## config.mk

```make
export PLATFORM = sky130hd
export DESIGN_NAME = ssid_element_extractor
export DESIGN_NICKNAME = d
export VERILOG_FILES = /design/src/rtl/sse_pkg.sv /design/src/rtl/ssid_element_extractor.sv /design/src/rtl/sse_parser.sv /design/src/rtl/sse_result_fifo.sv
export SDC_FILE = /design/constraint.sdc
export NUM_CORES = 1
export LEC_CHECK = 0
export ABC_CLOCK_PERIOD_IN_PS = 5500
export CAP_MARGIN = 20
export CORE_UTILIZATION = 35
export DETAILED_ROUTE_END_ITERATION = 6
export DONT_BUFFER_PORTS = 1
export GPL_TIMING_DRIVEN = 0
export HOLD_SLACK_MARGIN = 0.02
export PLACE_DENSITY_LB_ADDON = 0.08
export REMOVE_ABC_BUFFERS = 1
export SKIP_CTS_REPAIR_TIMING = 1
export SLEW_MARGIN = 20
export SYNTH_ARGS = -nofsm -noshare
export SYNTH_HDL_FRONTEND = slang
export SYNTH_SLANG_ARGS = --single-unit
```

## constraint.sdc

```tcl
create_clock -name clk_i -period 5.5 [get_ports clk_i]
set_input_delay 1.375 -clock clk_i [delete_from_list [all_inputs] [get_ports clk_i]]
set_output_delay 1.375 -clock clk_i [all_outputs]
set_load 0.02 [all_outputs]
```

## src/rtl/sse_pkg.sv

```systemverilog
`default_nettype none

package sse_pkg;

  // element ids and limits
  localparam logic [7:0] SSID_ID      = 8'd0;
  localparam logic [7:0] MESH_ID      = 8'd114;
  localparam int unsigned MAX_SSID_LEN = 32;
  localparam logic [7:0] MAX_LEN_B    = 8'(MAX_SSID_LEN);

  // printable range and excluded character
  localparam logic [7:0] CH_SPACE  = 8'h20;
  localparam logic [7:0] CH_TILDE  = 8'h7E;
  localparam logic [7:0] CH_BSLASH = 8'h5C;

  // result queue geometry
  localparam int unsigned FIFO_DEPTH = 4;
  localparam int unsigned PTR_W      = $clog2(FIFO_DEPTH);
  localparam int unsigned CNT_W      = $clog2(FIFO_DEPTH + 1);

  typedef enum logic [2:0] {
    PH_ID   = 3'b001,
    PH_LEN  = 3'b010,
    PH_BODY = 3'b100
  } phase_e;

  typedef enum logic [1:0] {
    ST_NONE  = 2'd0,
    ST_FOUND = 2'd1,
    ST_TRUNC = 2'd2
  } status_e;

  typedef enum logic {
    KIND_CHAR    = 1'b0,
    KIND_SUMMARY = 1'b1
  } kind_e;

  typedef struct packed {
    kind_e      kind;
    logic [7:0] ssid_char;
    status_e    ssid_status;
    logic       mesh_seen;
    logic       run_end;
  } result_t;

  // results produced by one byte, character first
  typedef struct packed {
    logic    push_char;
    logic    push_sum;
    result_t char_res;
    result_t sum_res;
  } push_t;

  function automatic logic keep_char(input logic [7:0] c);
    return (c > CH_SPACE) && (c <= CH_TILDE) && (c != CH_BSLASH);
  endfunction

endpackage

`default_nettype wire

```

## src/rtl/ssid_element_extractor.sv

```systemverilog
`default_nettype none

// Walks a buffer of information elements, one byte per transfer, and emits the
// printable characters of the first SSID element (id 0 or 114, length 1..32),
// backslash and space excepted, followed on the final byte by a summary result
// carrying the ssid status and the mesh flag. A byte is taken every cycle while
// the queue has room: the element walk is a single registered step, and results
// go into a four entry queue that accepts a new byte while at least two slots
// are free. One byte can produce two results (a character, then the summary);
// those leave the queue one per output transfer, so a sustained rate of one byte
// per cycle holds as long as the output side is ready and no more than one
// result per byte is produced on average. Results are registered into the queue.
module ssid_element_extractor (
  input  wire logic       clk_i,
  input  wire logic       rst_ni,
  input  wire logic       in_valid_i,
  output logic            in_ready_o,
  input  wire logic [7:0] ie_byte_i,
  input  wire logic       final_byte_i,
  output logic            out_valid_o,
  input  wire logic       out_ready_i,
  output logic            kind_o,
  output logic [7:0]      ssid_char_o,
  output logic [1:0]      ssid_status_o,
  output logic            mesh_seen_o,
  output logic            run_end_o
);

  sse_pkg::push_t   push;
  sse_pkg::result_t head;
  logic             accept;

  assign accept = in_valid_i && in_ready_o;

  // element parser
  sse_parser u_parser (
    .clk_i        (clk_i),
    .rst_ni       (rst_ni),
    .accept_i     (accept),
    .ie_byte_i    (ie_byte_i),
    .final_byte_i (final_byte_i),
    .push_o       (push)
  );

  // result queue
  sse_result_fifo u_fifo (
    .clk_i   (clk_i),
    .rst_ni  (rst_ni),
    .push_i  (push),
    .room_o  (in_ready_o),
    .valid_o (out_valid_o),
    .ready_i (out_ready_i),
    .data_o  (head)
  );

  assign kind_o        = head.kind;
  assign ssid_char_o   = head.ssid_char;
  assign ssid_status_o = head.ssid_status;
  assign mesh_seen_o   = head.mesh_seen;
  assign run_end_o     = head.run_end;

endmodule

`default_nettype wire

```

## src/rtl/sse_parser.sv

```systemverilog
`default_nettype none

module sse_parser (
  input  wire logic           clk_i,
  input  wire logic           rst_ni,
  input  wire logic           accept_i,
  input  wire logic [7:0]     ie_byte_i,
  input  wire logic           final_byte_i,
  output sse_pkg::push_t      push_o
);

  sse_pkg::phase_e phase_q, phase_d;
  logic [7:0] elem_id_q, elem_id_d;
  logic [7:0] remain_q, remain_d;
  logic       found_q, found_d;
  logic       in_ssid_q, in_ssid_d;
  logic       mesh_q, mesh_d;
  logic       len_ok_q, len_ok_d;
  logic       trunc;
  logic       emit_char;
  logic [7:0] remain_dec;

  assign remain_dec = remain_q - 8'd1;

  // per byte element walk
  always_comb begin
    phase_d   = phase_q;
    elem_id_d = elem_id_q;
    remain_d  = remain_q;
    found_d   = found_q;
    in_ssid_d = in_ssid_q;
    mesh_d    = mesh_q;
    len_ok_d  = len_ok_q;
    trunc     = 1'b0;
    emit_char = 1'b0;
    unique case (phase_q)
      sse_pkg::PH_LEN: begin
        remain_d = ie_byte_i;
        len_ok_d = (ie_byte_i != 8'd0) && (ie_byte_i <= sse_pkg::MAX_LEN_B);
        if (ie_byte_i == 8'd0) begin
          phase_d   = sse_pkg::PH_ID;
          in_ssid_d = 1'b0;
        end else begin
          phase_d   = sse_pkg::PH_BODY;
          in_ssid_d = len_ok_d && !found_q &&
                      ((elem_id_q == sse_pkg::SSID_ID) || (elem_id_q == sse_pkg::MESH_ID));
          trunc     = final_byte_i && in_ssid_d;
        end
      end
      sse_pkg::PH_BODY: begin
        emit_char = in_ssid_q && sse_pkg::keep_char(ie_byte_i);
        remain_d  = remain_dec;
        if (remain_dec == 8'd0) begin
          phase_d   = sse_pkg::PH_ID;
          found_d   = found_q | in_ssid_q;
          mesh_d    = mesh_q | ((elem_id_q == sse_pkg::MESH_ID) && len_ok_q);
          in_ssid_d = 1'b0;
        end else begin
          trunc = final_byte_i && in_ssid_q;
        end
      end
      default: begin
        elem_id_d = ie_byte_i;
        phase_d   = sse_pkg::PH_LEN;
      end
    endcase
  end

  // result words for this byte
  always_comb begin
    push_o.push_char             = accept_i && emit_char;
    push_o.push_sum              = accept_i && final_byte_i;
    push_o.char_res.kind         = sse_pkg::KIND_CHAR;
    push_o.char_res.ssid_char    = ie_byte_i;
    push_o.char_res.ssid_status  = sse_pkg::ST_NONE;
    push_o.char_res.mesh_seen    = 1'b0;
    push_o.char_res.run_end      = 1'b0;
    push_o.sum_res.kind          = sse_pkg::KIND_SUMMARY;
    push_o.sum_res.ssid_char     = 8'd0;
    push_o.sum_res.ssid_status   = trunc ? sse_pkg::ST_TRUNC :
                                   (found_d ? sse_pkg::ST_FOUND : sse_pkg::ST_NONE);
    push_o.sum_res.mesh_seen     = mesh_d;
    push_o.sum_res.run_end       = 1'b1;
  end

  // parser state, back to reset after the final byte
  always_ff @(posedge clk_i or negedge rst_ni) begin
    if (!rst_ni) begin
      phase_q   <= sse_pkg::PH_ID;
      elem_id_q <= 8'd0;
      remain_q  <= 8'd0;
      found_q   <= 1'b0;
      in_ssid_q <= 1'b0;
      mesh_q    <= 1'b0;
      len_ok_q  <= 1'b0;
    end else if (accept_i) begin
      if (final_byte_i) begin
        phase_q   <= sse_pkg::PH_ID;
        elem_id_q <= 8'd0;
        remain_q  <= 8'd0;
        found_q   <= 1'b0;
        in_ssid_q <= 1'b0;
        mesh_q    <= 1'b0;
        len_ok_q  <= 1'b0;
      end else begin
        phase_q   <= phase_d;
        elem_id_q <= elem_id_d;
        remain_q  <= remain_d;
        found_q   <= found_d;
        in_ssid_q <= in_ssid_d;
        mesh_q    <= mesh_d;
        len_ok_q  <= len_ok_d;
      end
    end
  end

`ifndef NO_ASSERTIONS
  // characters only come out of a selected element body
  a_char_in_body: assert property (@(posedge clk_i) disable iff (!rst_ni)
    push_o.push_char |-> (phase_q == sse_pkg::PH_BODY) && in_ssid_q)
    else $error("character emitted outside ssid body");

  // a final byte returns the parser to a clean start
  a_final_clears: assert property (@(posedge clk_i) disable iff (!rst_ni)
    (accept_i && final_byte_i) |=> (phase_q == sse_pkg::PH_ID) && !found_q && !mesh_q)
    else $error("parser state not cleared after final byte");
`endif

endmodule

`default_nettype wire

```

## src/rtl/sse_result_fifo.sv

```systemverilog
`default_nettype none

module sse_result_fifo (
  input  wire logic               clk_i,
  input  wire logic               rst_ni,
  input  wire sse_pkg::push_t     push_i,
  output logic                    room_o,
  output logic                    valid_o,
  input  wire logic               ready_i,
  output sse_pkg::result_t        data_o
);

  sse_pkg::result_t mem_q [sse_pkg::FIFO_DEPTH];
  logic [sse_pkg::PTR_W-1:0] wr_ptr_q, rd_ptr_q;
  logic [sse_pkg::CNT_W-1:0] count_q;
  logic [sse_pkg::PTR_W-1:0] wr_ptr_nx;
  logic [sse_pkg::CNT_W-1:0] n_push;
  logic                      pop;
  sse_pkg::result_t          first_res;

  // room for two results keeps one byte per cycle flowing
  assign room_o    = count_q <= sse_pkg::CNT_W'(sse_pkg::FIFO_DEPTH - 2);
  assign valid_o   = count_q != '0;
  assign data_o    = mem_q[rd_ptr_q];
  assign pop       = valid_o && ready_i;
  assign n_push    = sse_pkg::CNT_W'(push_i.push_char) + sse_pkg::CNT_W'(push_i.push_sum);
  assign wr_ptr_nx = wr_ptr_q + sse_pkg::PTR_W'(1);
  assign first_res = push_i.push_char ? push_i.char_res : push_i.sum_res;

  // result storage
  always_ff @(posedge clk_i) begin
    if (push_i.push_char || push_i.push_sum) begin
      mem_q[wr_ptr_q] <= first_res;
    end
    if (push_i.push_char && push_i.push_sum) begin
      mem_q[wr_ptr_nx] <= push_i.sum_res;
    end
  end

  // pointers and fill count
  always_ff @(posedge clk_i or negedge rst_ni) begin
    if (!rst_ni) begin
      wr_ptr_q <= '0;
      rd_ptr_q <= '0;
      count_q  <= '0;
    end else begin
      wr_ptr_q <= wr_ptr_q + sse_pkg::PTR_W'(n_push);
      if (pop) begin
        rd_ptr_q <= rd_ptr_q + sse_pkg::PTR_W'(1);
      end
      count_q <= count_q + n_push - sse_pkg::CNT_W'(pop);
    end
  end

`ifndef NO_ASSERTIONS
  // results are only written when two slots are free
  a_push_room: assert property (@(posedge clk_i) disable iff (!rst_ni)
    (n_push != '0) |-> room_o)
    else $error("result written without room");

  // fill count never passes the depth
  a_count_max: assert property (@(posedge clk_i) disable iff (!rst_ni)
    count_q <= sse_pkg::CNT_W'(sse_pkg::FIFO_DEPTH))
    else $error("result queue overflow");
`endif

endmodule

`default_nettype wire

```

==> results.sh <==
export IMPL_power_mw=1.827
export IMPL_drt_wl_total_um=8875
export IMPL_rsz0062_at_grt="false"
export IMPL_die_area_mm2=0.01106
export IMPL_drtIter0Drc=94
export IMPL_synth_area_leaders="dfrtp_1, dfxtp_1, edfxtp_1"
export IMPL_crit_path_end_kind="register"
export IMPL_grt_pass1_vias=2620
export IMPL_ys_warn_count=0
export IMPL_cts_buffer_depth=2
export IMPL_synth_most_common_cell="dfxtp_1"
export IMPL_grt_first_pass_wirelength_um=14410
export IMPL_seq_area_frac_synth_pct=49.19
export IMPL_via_per_inst=5.379
export IMPL_cts_made_buffers=9
export IMPL_route_detailed_drc=0
export IMPL_timing_final_ws_setup_ns=1.411
export IMPL_p_leak_nw=1.541
export IMPL_antenna_found_initial=0
export IMPL_relSlewSlack_pct=37.00
export IMPL_syn_inst=357
export IMPL_syn_to_final_growth_pct=7.186
export IMPL_grt_max_degree=31
export IMPL_netlist_area_mm2=0.003726
export IMPL_grt_overflow_total=0
export IMPL_fin_crit_ns=4.089
export IMPL_n_antenna_cell=0
export IMPL_async_flop_share_pct=38.46
export IMPL_ys_types=52
export IMPL_fin_skew_ns=0.008609
export IMPL_vias=2614
export IMPL_cts_htree_levels=3
export IMPL_syn_avg_cell_area_um2=10.44
export IMPL_ant_nets=0
export IMPL_synthTopCellsByCount="dfxtp_1, nand2_1, dfrtp_1"
export IMPL_slew_viol_final=0
export IMPL_place_ws_ns=1.009
export IMPL_clk_pin_slew_worst_paths_ns=0.08
export IMPL_gr_usage_all_layers_pct=17.13
export IMPL_detail_route_wl_per_cell_um=18.26
export IMPL_clock_latency_ns=0.36
export IMPL_critical_path_class="input port to register"
export IMPL_p_per_area_mw_per_mm2=457.4
export IMPL_tightestPinTransition_ns=0.9388
export IMPL_hpwl_um=6049
export IMPL_die_w_um=105.2
export IMPL_initial_utilization_pct=36.09
export IMPL_place_congestion=0.7757
export IMPL_post_route_period_util_pct=74.34
export IMPL_synth_top_area_cell="dfrtp_1"
export IMPL_synth_seq_cells=78
export IMPL_port_buffers=0
export IMPL_cp_required_ns=5.59
export IMPL_cap_violations=0
export IMPL_root_buffer="clkbuf_8"
export IMPL_outcome="completed"
export IMPL_core_area_mm2=0.01032
export IMPL_cts_tree="built"
export IMPL_cp_max_fo=9
export IMPL_finalSetupViolations=0
export IMPL_peakVddDrop_uv=173.3
export IMPL_cts_sinks=78
export IMPL_die_height_um=105.2
export IMPL_setup_tns_final_ns=0
export IMPL_dr_pass1_iters=4
export IMPL_ios=28
export IMPL_final_nets=367
export IMPL_cp_arrival_ns=4.18
export IMPL_hold_violations=0
export IMPL_rows=37
export IMPL_ys_flop_type="dfxtp_1"
export IMPL_synth_edf_count=12
export IMPL_drive_gt1_share_pct=10.29
export IMPL_setup_worst_path_start_class="input port"
export IMPL_nFillCells=1014
export IMPL_max_freq_mhz=244.6
export IMPL_hold_path_class="register to register"
export IMPL_yosysTopAreaCellShare_pct=19.48
[metrics by stage]
stage / hold slack (ns) / utilization [%] / instances / cell area, um^2
finish: 0.4695 / 38.69 / 486 / 3994
global route: 0.4926 / 38.69 / 486 / 3994
CTS: 0.4728 / 38.69 / 486 / 3994
detailed placement: 0.4538 / 36.77 / 470 / 3796
global placement: 0.4434 / 36.77 / 470 / 3796
floorplan: 0.4241 / - / 334 / 3626
[worst max-delay path, cell delays in order]
cell	delay [ns]
or3_1	0.35
a21oi_1	0.39
or4_1	0.36
inv_1	0.08
ha_1	0.27
nand3_1	0.10
nor2b_1	0.71
inv_1	0.25
o21ai_0	0.20
a21oi_1	0.08
[final cells by class]
| class | count | area [um^2] | area share (%) |
|---|---|---|---|
| Sequential cell | 78 | 1833 | 45.90 |
| Multi-Input combinational cell | 236 | 1718 | 43.01 |
| Tap cell | 136 | 170.2 | 4.261 |
| Clock buffer | 10 | 148.9 | 3.728 |
| Inverter | 20 | 75.07 | 1.880 |
| Clock inverter | 6 | 48.80 | 1.222 |
[registers in the layout (all words and copies together) (netlist names)]
name / cells
u_fifo.rd_ptr_q: 2
u_parser.found_q: 1
u_parser.in_ssid_q: 1
u_parser.elem_id_q: 8
u_parser.remain_q: 8
u_parser.mesh_q: 1
u_fifo.mem_q: 48
u_parser.phase_q: 3
u_fifo.count_q: 3
u_fifo.wr_ptr_q: 2
u_parser.len_ok_q: 1
[placed cells by master, fill, tap and decap left out, types with 3 or more instances in the layout]
master and n:
edfxtp_1 12, o21a_1 3, nand2b_1 3, nand4_1 4
nor2_1 25, or3_1 6, nor4_1 6, dfxtp_1 36
mux4_2 12, a21oi_1 16, clkbuf_8 9, a21o_1 3
and2_1 5, a32o_1 8, a22o_1 22, o21ai_0 25
nand2_1 31, xnor2_1 7, ha_1 8, inv_1 20
nor3b_1 3, nand3_1 7, nor3_1 6, nor2b_1 3
dfrtp_1 29
[worst paths after layout]
| path | slack, ns | to | start | depth (start not counted) |
|---|---|---|---|---|
| max | 1.41 | u_fifo.mem_q[0][3] | ie_byte_i[0] | 10 |
| min in group asynchronous | 0.70 | u_parser.remain_q[3] | rst_ni | 0 |
| min reg2reg | 0.47 | u_fifo.mem_q[0][11] | u_fifo.mem_q[0][11] | 1 |
| max reg2reg | 1.72 | u_fifo.mem_q[3][3] | u_parser.phase_q[2] | 10 |
| max in group asynchronous | 4.62 | u_parser.phase_q[0] | rst_ni | 0 |
| min | 0.47 | u_fifo.mem_q[0][11] | u_fifo.mem_q[0][11] | 1 |
[kinds of logic (layout without fill, tap and decap cells)]
| logic type | count (synthesis) | in the layout | share of synthesized area [%] |
|---|---|---|---|
| buf+inv | 43 | 36 | 4.701 |
| xor+xnor | 9 | 9 | 2.116 |
| flops | 78 | 78 | 49.19 |
| compound gates | 96 | 96 | 18.07 |
| mux | 13 | 13 | 7.522 |
| fa+ha+maj | 9 | 9 | 3.224 |
| simple gates | 109 | 109 | 15.18 |
[power breakdown]
| part | total (mW) | switching [mW] | internal (mW) |
|---|---|---|---|
| sequential | 0.866 | 0.174 | 0.692 |
| combinational | 0.526 | 0.301 | 0.224 |
| clock | 0.435 | 0.237 | 0.198 |
| total | 1.83 | 0.712 | 1.11 |
[per-layer routing]
metal  GRT usage [%]  wire length, um  up-vias
li1                -                -     1286
met5               0                0        -
met3           3.681              292       10
met1           21.92             4231     1279
met4           7.545              127        0
met2           27.73             4224       39
(Power assumes the default switching activity.)
